File: src/sv/least_loaded_core_dispatcher_defines.svh
// Assertion macros used by the dispatcher top level
`ifndef LEAST_LOADED_CORE_DISPATCHER_DEFINES_SVH
`define LEAST_LOADED_CORE_DISPATCHER_DEFINES_SVH
// Assert that a condition implies a consequence in the same cycle
`define LLCD_ASSERT_IMP(label, clk, rst_n, cond, cons, msg) \
	label: assert property (@(posedge clk) disable iff (!rst_n) (cond) |-> (cons)) \
		else $error(msg);
// Assert that a condition implies a consequence in the next cycle
`define LLCD_ASSERT_NEXT(label, clk, rst_n, cond, cons, msg) \
	label: assert property (@(posedge clk) disable iff (!rst_n) (cond) |=> (cons)) \
		else $error(msg);
`endif

File: src/sv/llcd_pkg.sv
// Shared types and constants of the least-loaded core dispatcher
package llcd_pkg;
	localparam int TIME_W = 40;
	localparam int RANK_W = 12;
	localparam int SIZE_W = 20;
	localparam int SPEED_W = 16;
	localparam int CNT_W = 5;
	localparam int CFG_IDX_W = 3;
	localparam logic [TIME_W-1:0] TIME_MAX = '1;
	localparam logic [RANK_W-1:0] RANK_MAX = '1;

	localparam logic [CFG_IDX_W-1:0] REG_HOST0 = 3'd0;
	localparam logic [CFG_IDX_W-1:0] REG_HOST1 = 3'd1;
	localparam logic [CFG_IDX_W-1:0] REG_HOST2 = 3'd2;
	localparam logic [CFG_IDX_W-1:0] REG_HOST3 = 3'd3;
	localparam logic [CFG_IDX_W-1:0] REG_XFER = 3'd4;

	// Sequencer states
	typedef enum logic [8:0] {
		ST_IDLE  = 9'b000000001,
		ST_CLR   = 9'b000000010,
		ST_SCAN  = 9'b000000100,
		ST_SCANW = 9'b000001000,
		ST_RD    = 9'b000010000,
		ST_RDW   = 9'b000100000,
		ST_DIV   = 9'b001000000,
		ST_WB    = 9'b010000000,
		ST_OUT   = 9'b100000000
	} state_t;
endpackage

File: src/sv/llcd_div.sv
// Restoring bit-serial fixed-point divider, one quotient bit per cycle
module llcd_div #(
	parameter int FRAC = 8
) (
	input  logic                        clk,
	input  logic                        arst_n,
	input  logic                        start,
	input  logic [llcd_pkg::SIZE_W-1:0] dividend,
	input  logic [llcd_pkg::SPEED_W-1:0] divisor,
	output logic                        done,
	output logic [llcd_pkg::TIME_W-1:0] quotient
);
	import llcd_pkg::*;
	localparam int NW = SIZE_W + FRAC;
	localparam int CW = $clog2(NW + 1);

	logic [NW-1:0] num_q;
	logic [SPEED_W:0] rem_q;
	logic [SPEED_W-1:0] dvs_q;
	logic [CW-1:0] cnt_q;
	logic busy_q;
	logic [SPEED_W:0] trial;
	logic [SPEED_W:0] diff;

	// Shift in the next dividend bit and try a subtract
	always_comb begin
		trial = {rem_q[SPEED_W-1:0], num_q[NW-1]};
		diff = trial - {1'b0, dvs_q};
	end

	always_ff @(posedge clk or negedge arst_n) begin
		if (!arst_n) begin
			busy_q <= 1'b0;
			cnt_q <= '0;
			done <= 1'b0;
		end else begin
			done <= 1'b0;
			if (start) begin
				busy_q <= 1'b1;
				cnt_q <= CW'(NW);
			end else if (busy_q) begin
				cnt_q <= cnt_q - 1'b1;
				if (cnt_q == CW'(1)) begin
					busy_q <= 1'b0;
					done <= 1'b1;
				end
			end
		end
	end

	always_ff @(posedge clk) begin
		if (start) begin
			num_q <= {dividend, {FRAC{1'b0}}};
			rem_q <= '0;
			dvs_q <= divisor;
		end else if (busy_q) begin
			num_q <= {num_q[NW-2:0], ~diff[SPEED_W]};
			rem_q <= diff[SPEED_W] ? trial : diff;
		end
	end

	// Zero divisor reads as all ones
	assign quotient = (dvs_q == '0) ? TIME_MAX : TIME_W'(num_q);
endmodule

File: config.mk
export PLATFORM = sky130hd
export DESIGN_NAME = llcd_div
export DESIGN_NICKNAME = d
export VERILOG_FILES = /design/src/sv/least_loaded_core_dispatcher_defines.svh /design/src/sv/llcd_pkg.sv /design/src/sv/llcd_div.sv
export SDC_FILE = /design/constraint.sdc
export NUM_CORES = 1
export LEC_CHECK = 0
export ABC_CLOCK_PERIOD_IN_PS = 2700
export BUFFER_PORTS_ARGS = -buffer_cell sky130_fd_sc_hd__buf_2
export CAP_MARGIN = 10
export CELL_PAD_IN_SITES_DETAIL_PLACEMENT = 0
export CELL_PAD_IN_SITES_GLOBAL_PLACEMENT = 1
export CORE_MARGIN = 3
export CORE_UTILIZATION = 38
export CTS_CLUSTER_DIAMETER = 50
export CTS_CLUSTER_SIZE = 28
export DETAILED_ROUTE_END_ITERATION = 10
export GPL_ROUTABILITY_DRIVEN = 0
export PLACE_DENSITY_LB_ADDON = 0.1
export SYNTH_ARGS = -nofsm -noshare
export SYNTH_HDL_FRONTEND = slang
export SYNTH_SLANG_ARGS = --single-unit
File: constraint.sdc
create_clock -name clk -period 2.7 [get_ports clk]
set_clock_uncertainty 0.1 [all_clocks]
set_input_delay 0.135 -clock clk [delete_from_list [all_inputs] [get_ports clk]]
set_output_delay 0.135 -clock clk [all_outputs]
set_load 0.005 [all_outputs]
* Word level (Yosys, flattened, before mapping)
Cells that the tools add are included.
** Cells by class
- $add $sub $neg :: 2
- Eq/ne operators :: 1
- Multiplexer cells :: 12
- Bitwise logic cells :: 1
- Reductions and logical operators :: 2
** Operators with widths (number)
- 2-to-1 mux 28 bit :: 2
- 2-to-1 mux 40 bit :: 1
- subtractor 17 x 16 -> 17 bit :: 1
- zero test 16 bit :: 1
- 2-to-1 mux 16 bit :: 1
- 2-to-1 mux 5 bit :: 2
- 2-to-1 mux 1 bit :: 6
- == test 5 x 1 -> 1 bit, second input constant :: 1
- subtractor 5 x 1 -> 5 bit, second input constant :: 1
- nonzero test 2 bit :: 1
- NOT 1 bit :: 1
** Word-level totals
- Register bits after elaboration :: 67
- Input port bits :: 39
- Output and inout port bits :: 41
- Word-level logic and storage cells :: 25

* Depth between registers and ports, before layout
- Depth after elaboration :: 4
- Mapped depth :: 11
- Mapped depth without buffers :: 10

* Worst setup path before layout
No wires, ideal clock.
- Kind :: flip-flop to flip-flop
- Start :: register num_q[27]
- End :: register rem_q[8]
- Setup time :: 122 ps
- Arrival time :: 2302 ps
- Data required time :: 2478 ps
- Setup slack :: 176 ps
- Stages on the path, launching flop included :: 12
- Buffers on the path :: 1
- Clock period less this slack :: 2524 ps
- Path through :: edfxtp_1 inv_1 ha_1 fa_1 nor2b_2 o31ai_4 a211oi_2 nor3_2 xnor2_2 buf_6 nor3_1 a311o_1
** Between the ends
- Cells in the longest elaborated chain, start to end :: 2
** RTL lines
- from (decl) :: RTL line llcd_div.sv:17 : logic [NW-1:0] num_q;
- from (signal assigned) :: RTL line llcd_div.sv:53 : num_q <= {dividend, {FRAC{1'b0}}};
- from (signal assigned) :: RTL line llcd_div.sv:57 : num_q <= {num_q[NW-2:0], ~diff[SPEED_W]};
- subtractor 17 x 16 -> 17 bit :: RTL line llcd_div.sv:28 : diff = trial - {1'b0, dvs_q};
- 2-to-1 mux 16 bit :: RTL line llcd_div.sv:58 : rem_q <= diff[SPEED_W] ? trial : diff;
- to (signal assigned) :: RTL line llcd_div.sv:58
- to (decl) :: RTL line llcd_div.sv:18 : logic [SPEED_W:0] rem_q;
Every way passes these cells.
A chain may end at the register's enable or synchronous reset.

* Worst setup path after layout
- Start :: register dvs_q[0]
- End :: register rem_q[1]
** Between the ends
- Cells in the longest elaborated chain, start to end :: 2
** RTL lines
- from (decl) :: RTL line llcd_div.sv:19 : logic [SPEED_W-1:0] dvs_q;
- from (signal assigned) :: RTL line llcd_div.sv:55 : dvs_q <= divisor;
- subtractor 17 x 16 -> 17 bit :: RTL line llcd_div.sv:28
- 2-to-1 mux 16 bit :: RTL line llcd_div.sv:58
Every way passes these cells.

==> metrics.md <==
| Metric | Value |
|---|---|
| Vias | 3095 |
| Mux contribution to synthesized area | 0.0444 |
| Initial antenna violation count | 1 |
| Max Cap Viol | 0 |
| Area Overhead vs Synth | 28.3% |
| Die extent in x | 106 microns |
| DP Wirelength | 6.17 mm |
| Critical Path End Type | flip-flop |
| H-tree lvl count | 3 |
| Drt drc | 0 |
| Post-synth cell types | 57 |
| Fin crit share | 0.964 |
| P_leak | 2.26 nW |
| Post-synthesis adder-cell area fraction | 0.0639 |
| Syn_area_per_cell | 10.3 sq um |
| Antenna Nets Post-Route | 0 |
| Largest area contributor in the netlist | edfxtp_1 |
| Setup tns final | 0 ns |
| Max Slew Vio Count | 0 |
| Global-route wire length before repair | 14.9 mm |
| Total GRT Usage | 0.165 |
| Compound-Gate Fraction of Synth Area | 0.159 |
| Vias per cell | 4.99 |
| Post-synth EDFFs | 36 |
| CTS tree | done |
| Worst Path Arrival | 2.72 ns |
| Commonest cells after routing, fill and taps aside | 79 x buf_2, 36 x edfxtp_1, 35 x dlygate4sd3_1 |
| Number of nets produced by synthesis | 432 |
| Most used DFF post-synth | edfxtp_1 |
| Worst path required time | 2.82 ns |
| Clock Sinks | 67 |
| XOR/XNOR share of the synthesized area | 0.0408 |
| Total power | 0.00383 W |
| Remaining global-route overflow | 0 |
| Max VDD drop | 0.371 mV |
| #FFs+latches synth | 67 |
| DRT Wirelength | 9.08 mm |
| Final hold vios | 0 |
| Worst-margin pin slew | 0.757 ns |
| Setup violators final | 0 |
| Synth Instances | 374 |
| Largest net degree at the start of global routing | 53 |
| Max FO, Critical Path | 13 |
| Ant. Diodes | 0 |
| Asr flop ratio synth | 0.104 |
| Slew HR | 0.495 |
| Largest family of logic cells by synthesized area | simple AND/OR/NAND/NOR gates |
| First-pass DRT Iterations | 4 |
| Top cells by area, synth | edfxtp_1 28%, dfxtp_1 13%, ha_1 5.9%, nand2b_1 5.5%, dfrtp_1 4.6% |
| Startpoint types | flip-flop |
| Input/output buffers | 79 |
| Placement row count | 36 |
| Yosys top cell area share | 0.282 |
| Final net count | 540 |
| Synth warn | 0 |
| WS Path Type | reg -> reg |
| Die ar. | 11300 sq um |
| Type of the most critical hold path | in -> reg |
| Core area | 9770 sq um |
| Period minus WS final | 2.60 ns |
| Clock Pin Slew Worst Setup and Hold Paths | 0.07 ns |
| Unrepaired setup endpoints after global routing | yes |
| CTS buffer count | 9 |
| Fmax | 384 MHz |
| DRT iter0 DRCs | 178 |
| CTS root buf | clkbuf_8 |
| Synth Area in Simple Gates | 0.175 |
| Vias in the first global route | 3017 |
| Synth Cell Area | 3830 sq um |
| # IOs | 80 |
| Share of layout cells above drive strength 1 | 0.253 |
| Commonest non-fill, non-tap cell in the layout | buf_2 |
| Post-DR wirelength/cell | 14.7 microns |
| Clock buffer depth | 2 |
| Initial Utilization | 0.392 |
| Die height | 106 microns |
| Power Dens Cells | 778 nW/um^2 |
| Latest clock arrival within the worst-skew pair | 0.34 ns |
| Outcome | completed |
| Seq/Total Area, Yosys | 0.453 |
==> critical path, stage by stage, from the launching register on <==
cell and delay [ns]:
edfxtp_1 0.44, ha_4 0.19, fa_2 0.36, nor2b_4 0.17
o31ai_4 0.08, a211oi_2 0.22, nor3_2 0.08, xnor2_2 0.18
buf_12 0.17, nor4bb_1 0.14, or3_1 0.35
==> cell type report <==
cell class                      instances  area [sq um]
Clock buffer                           10           128
Clock inverter                          6          63.8
Fill cell                             939          4850
Inverter                               21          78.8
Multi-Input combinational cell        256          1890
Sequential cell                        67          1740
Tap cell                              133           166
Timing Repair Buffer                  127           860
==> synthesized netlist by cell type, types with 2 or more instances <==
master	instances
a211o_1	2
a211oi_1	11
a21o_1	4
a21oi_1	13
a22o_1	19
and3_1	3
buf_1	4
buf_4	11
buf_6	2
clkbuf_1	13
dfrtp_1	7
dfxtp_1	24
edfxtp_1	36
ha_1	18
inv_1	21
mux2i_1	17
nand2_1	19
nand2b_1	34
nand4_1	3
nor2_1	32
nor2b_1	2
nor3_1	4
nor3_2	2
nor3b_1	5
nor4_1	6
o21a_1	5
o21ai_0	7
o21ai_1	3
o31ai_1	2
or3_1	3
or3b_2	2
xnor2_1	10
xor2_1	6
==> final timing paths <==
check	endpoint	slack, ns	startpoint	cells after the start
worst max-delay path	rem_q[1]$_SDFFE_PP0P_	0.1	dvs_q[0]$_DFFE_PP_	10
worst min register to register	rem_q[4]$_SDFFE_PP0P_	0.40	rem_q[4]$_SDFFE_PP0P_	2
max in group asynchronous	cnt_q[2]$_DFFE_PN0P_	2.27	arst_n	2
min in group asynchronous	cnt_q[0]$_DFFE_PN0P_	0.06	arst_n	2
worst min-delay path	num_q[25]$_DFFE_PP_	0.02	dividend[17]	2
worst max register to register	rem_q[1]$_SDFFE_PP0P_	0.1	dvs_q[0]$_DFFE_PP_	10
==> through the flow <==
stage,setup WS (ns),cells,hold slack [ns],util,instance area (sq um)
global placement,0.0430,568,-0.122,0.443,4330
floorplan,0.176,374,-0.261,-,3830
global route,-0.0238,620,0.0107,0.503,4920
CTS,0.0266,619,0.00291,0.499,4880
finish,0.0962,620,0.0233,0.503,4920
detailed placement,-0.0231,568,-0.118,0.443,4330
==> sequential cells by signal (all words and copies together) (netlist names) <==
signal	cells
busy_q	1
cnt_q	5
done	1
dvs_q	16
num_q	28
rem_q	16
==> repair_timing <==
action	in CTS	in global routing
hold buffers	35	0
hold endpoints to repair	41	0
setup endpoints to repair	2	13
buffers inserted	0	1
resized for setup	2	8
pin swaps	1	2
==> power by group <==
part	switching, W	total, W	internal [W]
sequential	0.000132	0.00138	0.00125
clock	0.000407	0.000834	0.000427
combinational	0.000798	0.00161	0.000812
total	0.00134	0.00383	0.00249
==> routing by layer <==
metal | wire (microns) | GRT usage | share of wire | vias to the layer above
li1 | - | - | - | 1550
met1 | 4450 | 0.236 | 0.49 | 1448
met2 | 4020 | 0.246 | 0.44 | 81
met3 | 459 | 0.0364 | 0.051 | 14
met4 | 146 | 0.0557 | 0.016 | 2
met5 | 13 | 0 | 0.0014 | -
==> cells by family (layout without fill, tap and decap cells) <==
| kind of cell | after synthesis | after routing |
|---|---|---|
| compound gates | 80 | 80 |
| flops | 67 | 67 |
| fa+ha+maj | 19 | 19 |
| simple gates | 123 | 123 |
| mux | 17 | 17 |
| xor+xnor | 17 | 17 |
| buf+inv | 51 | 164 |
(Power assumes the default switching activity.)
